`config.mk`:
```
export PLATFORM = sky130hd
export DESIGN_NAME = divisor_count_factorizer
export DESIGN_NICKNAME = d
export VERILOG_FILES = /design/src/rtl/dcf_pkg.sv /design/src/rtl/divisor_count_factorizer.sv
export SDC_FILE = /design/constraint.sdc
export NUM_CORES = 1
export LEC_CHECK = 0
export ABC_CLOCK_PERIOD_IN_PS = 6750
export BUFFER_PORTS_ARGS = -buffer_cell sky130_fd_sc_hd__buf_2
export CAP_MARGIN = 30
export CORE_UTILIZATION = 56
export DETAILED_ROUTE_END_ITERATION = 10
export PLACE_DENSITY = 0.69
export SLEW_MARGIN = 20
export SYNTH_ARGS = -nofsm -noshare
export SYNTH_HDL_FRONTEND = slang
export SYNTH_SLANG_ARGS = --single-unit
export TNS_END_PERCENT = 20
```
`constraint.sdc`:
```
create_clock -name clk -period 6.75 [get_ports clk]
set_input_delay 1.35 -clock clk [delete_from_list [all_inputs] [get_ports clk]]
set_output_delay 1.35 -clock clk [all_outputs]
set_load 0.005 [all_outputs]
```
`src/rtl/dcf_pkg.sv`:
```
// Shared constants and types for the divisor count factoriser.
package dcf_pkg;

	// Field widths of the input and result transactions
	localparam int IN_W    = 32;
	localparam int PRIME_W = 32;
	localparam int EXP_W   = 5;
	localparam int TOTAL_W = 11;

	// Default number of value bits taken into account
	localparam int VALUE_BITS_DEF = 32;

	// Sequencer states
	typedef enum logic [2:0] {
		ST_IDLE,
		ST_SQUARE,
		ST_TEST,
		ST_DIVIDE,
		ST_CHECK,
		ST_COUNT,
		ST_EMIT
	} dcf_state_t;

endpackage

```
`src/rtl/divisor_count_factorizer.sv`:
```
// Trial division factoriser with divisor count, built round one bit-serial divider.
// Flow (VW = VALUE_BITS capped at 32): a candidate passes square, test, VW divide steps and
// check; a repeat division by a found prime passes the divide steps and check again; a found
// prime adds count and emit plus any wait for the output register; zero goes straight to emit.
// Throughput: one transaction at a time; in_ready only in idle, next value taken while the
// final result waits in the output register. Reset: async active low, idle, nothing pending.
module divisor_count_factorizer #(
	parameter int VALUE_BITS = dcf_pkg::VALUE_BITS_DEF
) (
	input  logic                          clk,
	input  logic                          arst_n,
	input  logic                          in_valid,
	output logic                          in_ready,
	input  logic [dcf_pkg::IN_W-1:0]      value,
	output logic                          out_valid,
	input  logic                          out_ready,
	output logic [dcf_pkg::PRIME_W-1:0]   prime_factor,
	output logic [dcf_pkg::EXP_W-1:0]     exponent,
	output logic [dcf_pkg::TOTAL_W-1:0]   divisor_total,
	output logic                          last,
	output logic                          bad_input
);

	// Bits of value in use, divisor width (room for sqrt plus a step), square width
	localparam int VW  = (VALUE_BITS < dcf_pkg::IN_W) ? VALUE_BITS : dcf_pkg::IN_W;
	localparam int DW  = (VW + 1) / 2 + 2;
	localparam int SW  = 2 * DW;
	localparam int BCW = $clog2(VW);
	localparam int EW  = dcf_pkg::EXP_W;
	localparam int TW  = dcf_pkg::TOTAL_W;
	localparam int PW  = dcf_pkg::PRIME_W;

	dcf_pkg::dcf_state_t state_q, state_d;

	logic [VW-1:0]  rem_q;
	logic [DW-1:0]  div_q;
	logic [EW-1:0]  mult_q;
	logic [TW-1:0]  cnt_q;
	logic [SW-1:0]  sq_q;

	// Bit-serial divider: dividend shifts out at the top, quotient shifts in at the bottom
	logic [VW-1:0]  quo_q;
	logic [DW-1:0]  part_q;
	logic [BCW-1:0] bit_cnt_q;
	logic [DW:0]    trial;
	logic           trial_ge;

	// Pending result, waiting for the output register
	logic [PW-1:0]  pend_prime_q;
	logic [EW-1:0]  pend_exp_q;
	logic [TW-1:0]  pend_total_q;
	logic           pend_last_q;
	logic           pend_bad_q;

	logic [VW-1:0]  value_m;
	logic           value_zero;
	logic           sq_past;
	logic           div_done;
	logic           divisible;
	logic [EW:0]    mult_inc;
	logic [TW+EW:0] cnt_prod;
	logic [DW-1:0]  div_next;
	logic           slot_free;
	logic           emit_fire;

	assign value_m    = value[VW-1:0];
	assign value_zero = (value_m == '0);
	assign sq_past    = (sq_q > SW'(rem_q));
	assign div_done   = (bit_cnt_q == BCW'(VW - 1));
	assign divisible  = (part_q == '0);
	assign trial      = {part_q, quo_q[VW-1]};
	assign trial_ge   = (trial >= {1'b0, div_q});
	assign mult_inc   = {1'b0, mult_q} + (EW+1)'(1);
	assign cnt_prod   = (TW+EW+1)'(cnt_q) * (TW+EW+1)'(mult_inc);
	assign div_next   = (div_q == DW'(2)) ? DW'(3) : div_q + DW'(2);
	assign slot_free  = !out_valid || out_ready;

	// Next state
	always_comb begin
		state_d = state_q;
		case (state_q)
			dcf_pkg::ST_IDLE: begin
				if (in_valid) begin
					state_d = value_zero ? dcf_pkg::ST_EMIT : dcf_pkg::ST_SQUARE;
				end
			end
			dcf_pkg::ST_SQUARE: state_d = dcf_pkg::ST_TEST;
			dcf_pkg::ST_TEST: begin
				state_d = sq_past ? dcf_pkg::ST_EMIT : dcf_pkg::ST_DIVIDE;
			end
			dcf_pkg::ST_DIVIDE: begin
				if (div_done) begin
					state_d = dcf_pkg::ST_CHECK;
				end
			end
			dcf_pkg::ST_CHECK: begin
				if (divisible) begin
					state_d = dcf_pkg::ST_DIVIDE;
				end else if (mult_q != '0) begin
					state_d = dcf_pkg::ST_COUNT;
				end else begin
					state_d = dcf_pkg::ST_SQUARE;
				end
			end
			dcf_pkg::ST_COUNT: state_d = dcf_pkg::ST_EMIT;
			dcf_pkg::ST_EMIT: begin
				if (slot_free) begin
					state_d = pend_last_q ? dcf_pkg::ST_IDLE : dcf_pkg::ST_SQUARE;
				end
			end
			default: state_d = dcf_pkg::ST_IDLE;
		endcase
	end

	// Handshake outputs of the sequencer
	always_comb begin
		in_ready  = 1'b0;
		emit_fire = 1'b0;
		case (state_q)
			dcf_pkg::ST_IDLE: in_ready  = 1'b1;
			dcf_pkg::ST_EMIT: emit_fire = slot_free;
			default: begin
				in_ready  = 1'b0;
				emit_fire = 1'b0;
			end
		endcase
	end

	// Control registers
	always_ff @(posedge clk or negedge arst_n) begin
		if (!arst_n) begin
			state_q   <= dcf_pkg::ST_IDLE;
			out_valid <= 1'b0;
		end else begin
			state_q <= state_d;
			if (emit_fire) begin
				out_valid <= 1'b1;
			end else if (out_ready) begin
				out_valid <= 1'b0;
			end
		end
	end

	// Search datapath
	always_ff @(posedge clk) begin
		case (state_q)
			dcf_pkg::ST_IDLE: begin
				if (in_valid) begin
					rem_q        <= value_m;
					div_q        <= DW'(2);
					mult_q       <= '0;
					cnt_q        <= TW'(1);
					pend_prime_q <= '0;
					pend_exp_q   <= '0;
					pend_total_q <= '0;
					pend_last_q  <= 1'b1;
					pend_bad_q   <= 1'b1;
				end
			end
			dcf_pkg::ST_SQUARE: begin
				sq_q <= SW'(div_q) * SW'(div_q);
			end
			dcf_pkg::ST_TEST: begin
				if (sq_past) begin
					// Search over: leftover above one is a last prime
					pend_last_q <= 1'b1;
					pend_bad_q  <= 1'b0;
					if (rem_q > VW'(1)) begin
						pend_prime_q <= PW'(rem_q);
						pend_exp_q   <= EW'(1);
						pend_total_q <= {cnt_q[TW-2:0], 1'b0};
						cnt_q        <= {cnt_q[TW-2:0], 1'b0};
						mult_q       <= EW'(1);
					end else begin
						pend_prime_q <= '0;
						pend_exp_q   <= '0;
						pend_total_q <= cnt_q;
					end
				end else begin
					mult_q    <= '0;
					quo_q     <= rem_q;
					part_q    <= '0;
					bit_cnt_q <= '0;
				end
			end
			dcf_pkg::ST_DIVIDE: begin
				part_q    <= trial_ge ? DW'(trial - {1'b0, div_q}) : trial[DW-1:0];
				quo_q     <= {quo_q[VW-2:0], trial_ge};
				bit_cnt_q <= bit_cnt_q + BCW'(1);
			end
			dcf_pkg::ST_CHECK: begin
				if (divisible) begin
					// Exact: keep the quotient and divide again
					rem_q     <= quo_q;
					mult_q    <= mult_q + EW'(1);
					part_q    <= '0;
					bit_cnt_q <= '0;
				end else if (mult_q == '0) begin
					div_q <= div_next;
				end
			end
			dcf_pkg::ST_COUNT: begin
				cnt_q        <= cnt_prod[TW-1:0];
				pend_prime_q <= PW'(div_q);
				pend_exp_q   <= mult_q;
				pend_bad_q   <= 1'b0;
				if (rem_q == VW'(1)) begin
					pend_total_q <= cnt_prod[TW-1:0];
					pend_last_q  <= 1'b1;
				end else begin
					pend_total_q <= '0;
					pend_last_q  <= 1'b0;
				end
			end
			dcf_pkg::ST_EMIT: begin
				if (slot_free && !pend_last_q) begin
					div_q <= div_next;
				end
			end
			default: begin
				sq_q <= sq_q;
			end
		endcase
	end

	// Output register
	always_ff @(posedge clk) begin
		if (emit_fire) begin
			prime_factor  <= pend_prime_q;
			exponent      <= pend_exp_q;
			divisor_total <= pend_total_q;
			last          <= pend_last_q;
			bad_input     <= pend_bad_q;
		end
	end

endmodule

```
==> summary.txt <==
Status = completed
Remaining global-route overflow = 0
Synth Area in XOR/XNOR = 3.43%
Row cnt = 72
Most common flop cell mapped by yosys = edfxtp_1
Fin. max-slew vios = 0
Ant diodes = 0
IO Port Bufs = 87
Layout net count = 2709
Worst hold path class = reg -> reg
Post-synth top area cell = edfxtp_1
Routed WL = 56300 um
H-tree levels = 1
Critical path type = reg -> reg
M1 GR Usage = 40.3%
Hold-fix buffers, CTS = 0
Post-synthesis cell type count = 74
Largest cells by area after synthesis = edfxtp_1 34%, fa_1 22%, ha_1 10%, inv_1 6.6%, nand2_1 3.9%
Post-CTS resize count = 0
Ports = 88
Fmax = 157 MHz
WP data arrival = 6.70 ns
Layout cell share with drive strength beyond 1 = 12.1%
Clock Latency Late Sink = 0.58 ns
Post-synth top area share = 34.4%
M2 GR Usage = 46.3%
Adder-Cell Fraction of Synth Area = 32.2%
Mux share of post-synthesis cell area = 2.15%
Sequential share of the synthesized area = 34.9%
Compound-cell area share of the yosys netlist = 7.83%
Area share of and/or/nand/nor cells after synthesis = 11.5%
Gr usage total = 28.6%
Core area = 39000 um^2
M3 GR Usage = 4.07%
CTS sink cnt = 260
CTS tree = yes
Drt wl/cell = 20.2 um
Ys async rst share = 1.54%
Largest family of logic cells by synthesized area = adder cells
Minimum clock period = 6.39 ns
Die Footprint = 40700 um^2
Most common cell in the synthesized netlist = inv_1
Post-DP HPWL = 44100 um
Max Root-Sink Buffers = 3
Clock Skews = 0.0373 ns
Final setup fails = 0
Rel. slew slack = 34.9%
Postcts setup bufs = 0
Syn Area/Cell = 10.5 um^2
Number of global-route vias before repair = 16200
Synth top cells by count = 393 x inv_1, 256 x edfxtp_1, 247 x fa_1
Post-Synthesis Cell Area = 22300 um^2
DIE WIDTH = 202 um
Placer Congestion = 0.966
First-pass GRT wire length = 89200 um
Critical-path maximum fanout = 13
RSZ-0062 raised after global routing = false
Syn Nets = 2593
Die extent in y = 202 um
Startpoint types = flip-flop
Critical path capture point type = flip-flop
CTS root buffer = clkbuf_16
Critical path data required time = 7.06 ns
Post-synth EDFFs = 256
Setup ws final = 0.365 ns
Pin count of the biggest net entering global routing = 62
Total Neg Setup Slack = 0 ns
Flops & latches, synth = 260
MaxCap Viol Count = 0
Vias = 15900
Worst Tran Pin Value = 0.974 ns
Initial drt markers = 1548
Post-route ant nets = 0
Endpoints failing hold = 0
Synth Instances = 2130
Ys Warns = 0
Pre-CTS WS = 0.318 ns
Clock transition at path regs = 0.06 ns
Final period util = 94.6%
Via/cell ratio = 5.70
Drt pass-1 iters = 8
CTS Buf Count = 29
Initial antenna violation count = 4
Residual DRC = 0
Gr busiest metal = met2
Area delta synth->final = 10.5%
Initial Utilization = 57.2%
[worst max-delay path: stages (launching register included)]
cell	delay, ns
edfxtp_1	0.50
clkinv_1	0.13
buf_4	0.29
nor2_1	0.13
fa_1	0.54
inv_1	0.06
fa_1	0.42
inv_1	0.09
fa_1	0.44
fa_1	0.51
fa_1	0.55
inv_1	0.06
fa_1	0.52
inv_1	0.04
ha_1	0.23
a211oi_1	0.26
nand2_1	0.11
a211o_1	0.28
a21o_1	0.20
a21oi_1	0.28
o311ai_1	0.17
a21oi_1	0.21
xnor2_1	0.08
[final cells by class]
class | count | area [um^2]
Fill cell | 3177 | 14300
Multi-Input combinational cell | 1402 | 12800
Sequential cell | 260 | 7790
Inverter | 406 | 1520
Timing Repair Buffer | 147 | 890
Clock buffer | 32 | 737
Tap cell | 518 | 648
Clock inverter | 21 | 280
[worst paths after layout]
check | start | end | slack, ns | cells after the start
worst min-delay path | pend_prime_q[25] | prime_factor[25] | 0.40 | 0
min in group asynchronous | arst_n | state_q[0] | 0.60 | 1
worst max register to register | div_q[17] | sq_q[34] | 0.36 | 22
worst min register to register | pend_prime_q[25] | prime_factor[25] | 0.40 | 0
worst max-delay path | div_q[17] | sq_q[34] | 0.36 | 22
max in group asynchronous | arst_n | out_valid | 6.02 | 1
[sequential cells by signal (all words and copies together) (netlist names)]
| signal | cells |
|---|---|
| last | 1 |
| prime_factor | 32 |
| pend_total_q | 11 |
| div_q | 18 |
| rem_q | 32 |
| pend_prime_q | 32 |
| quo_q | 32 |
| divisor_total | 11 |
| cnt_q | 11 |
| part_q | 18 |
| pend_bad_q | 1 |
| sq_q | 35 |
| pend_exp_q | 5 |
| mult_q | 5 |
| state_q | 3 |
| exponent | 5 |
| out_valid | 1 |
| pend_last_q | 1 |
| bit_cnt_q | 5 |
| bad_input | 1 |
[through the flow]
stage	cell area [um^2]	util, %	cells	hold slack (ns)
final	24700	63.3	2786	0.403
after floorplan	22300	-	2130	0.400
after CTS	24700	63.2	2783	0.402
after global placement	23600	60.5	2729	0.402
after detailed placement	23600	60.6	2730	0.405
after global routing	24700	63.3	2786	0.418
[placed cells by master, fill, tap and decap left out, drive strengths merged, types with 67 or more instances in the layout]
master	instances
nand2	237
ha	180
buf	147
inv	398
edfxtp	256
fa	247
a21oi	70
o21ai	108
nor2	144
xnor2	67
[cells by family (layout without fill, tap and decap cells)]
group,after synthesis,in the layout
buf+inv,468,606
compound gates,276,276
mux,43,43
fa+ha+maj,427,427
simple gates,571,571
xor+xnor,85,85
flops,260,260
[routing by layer]
layer  routed length, um  share of wire, %
met3                4840               8.6
met5                  59              0.10
met1               23700                42
met2               26100                46
met4                1570               2.8
Power is left out: the tool's default activity adds up to more than one toggle a clock period on the data nets, which glitch-free logic cannot reach.
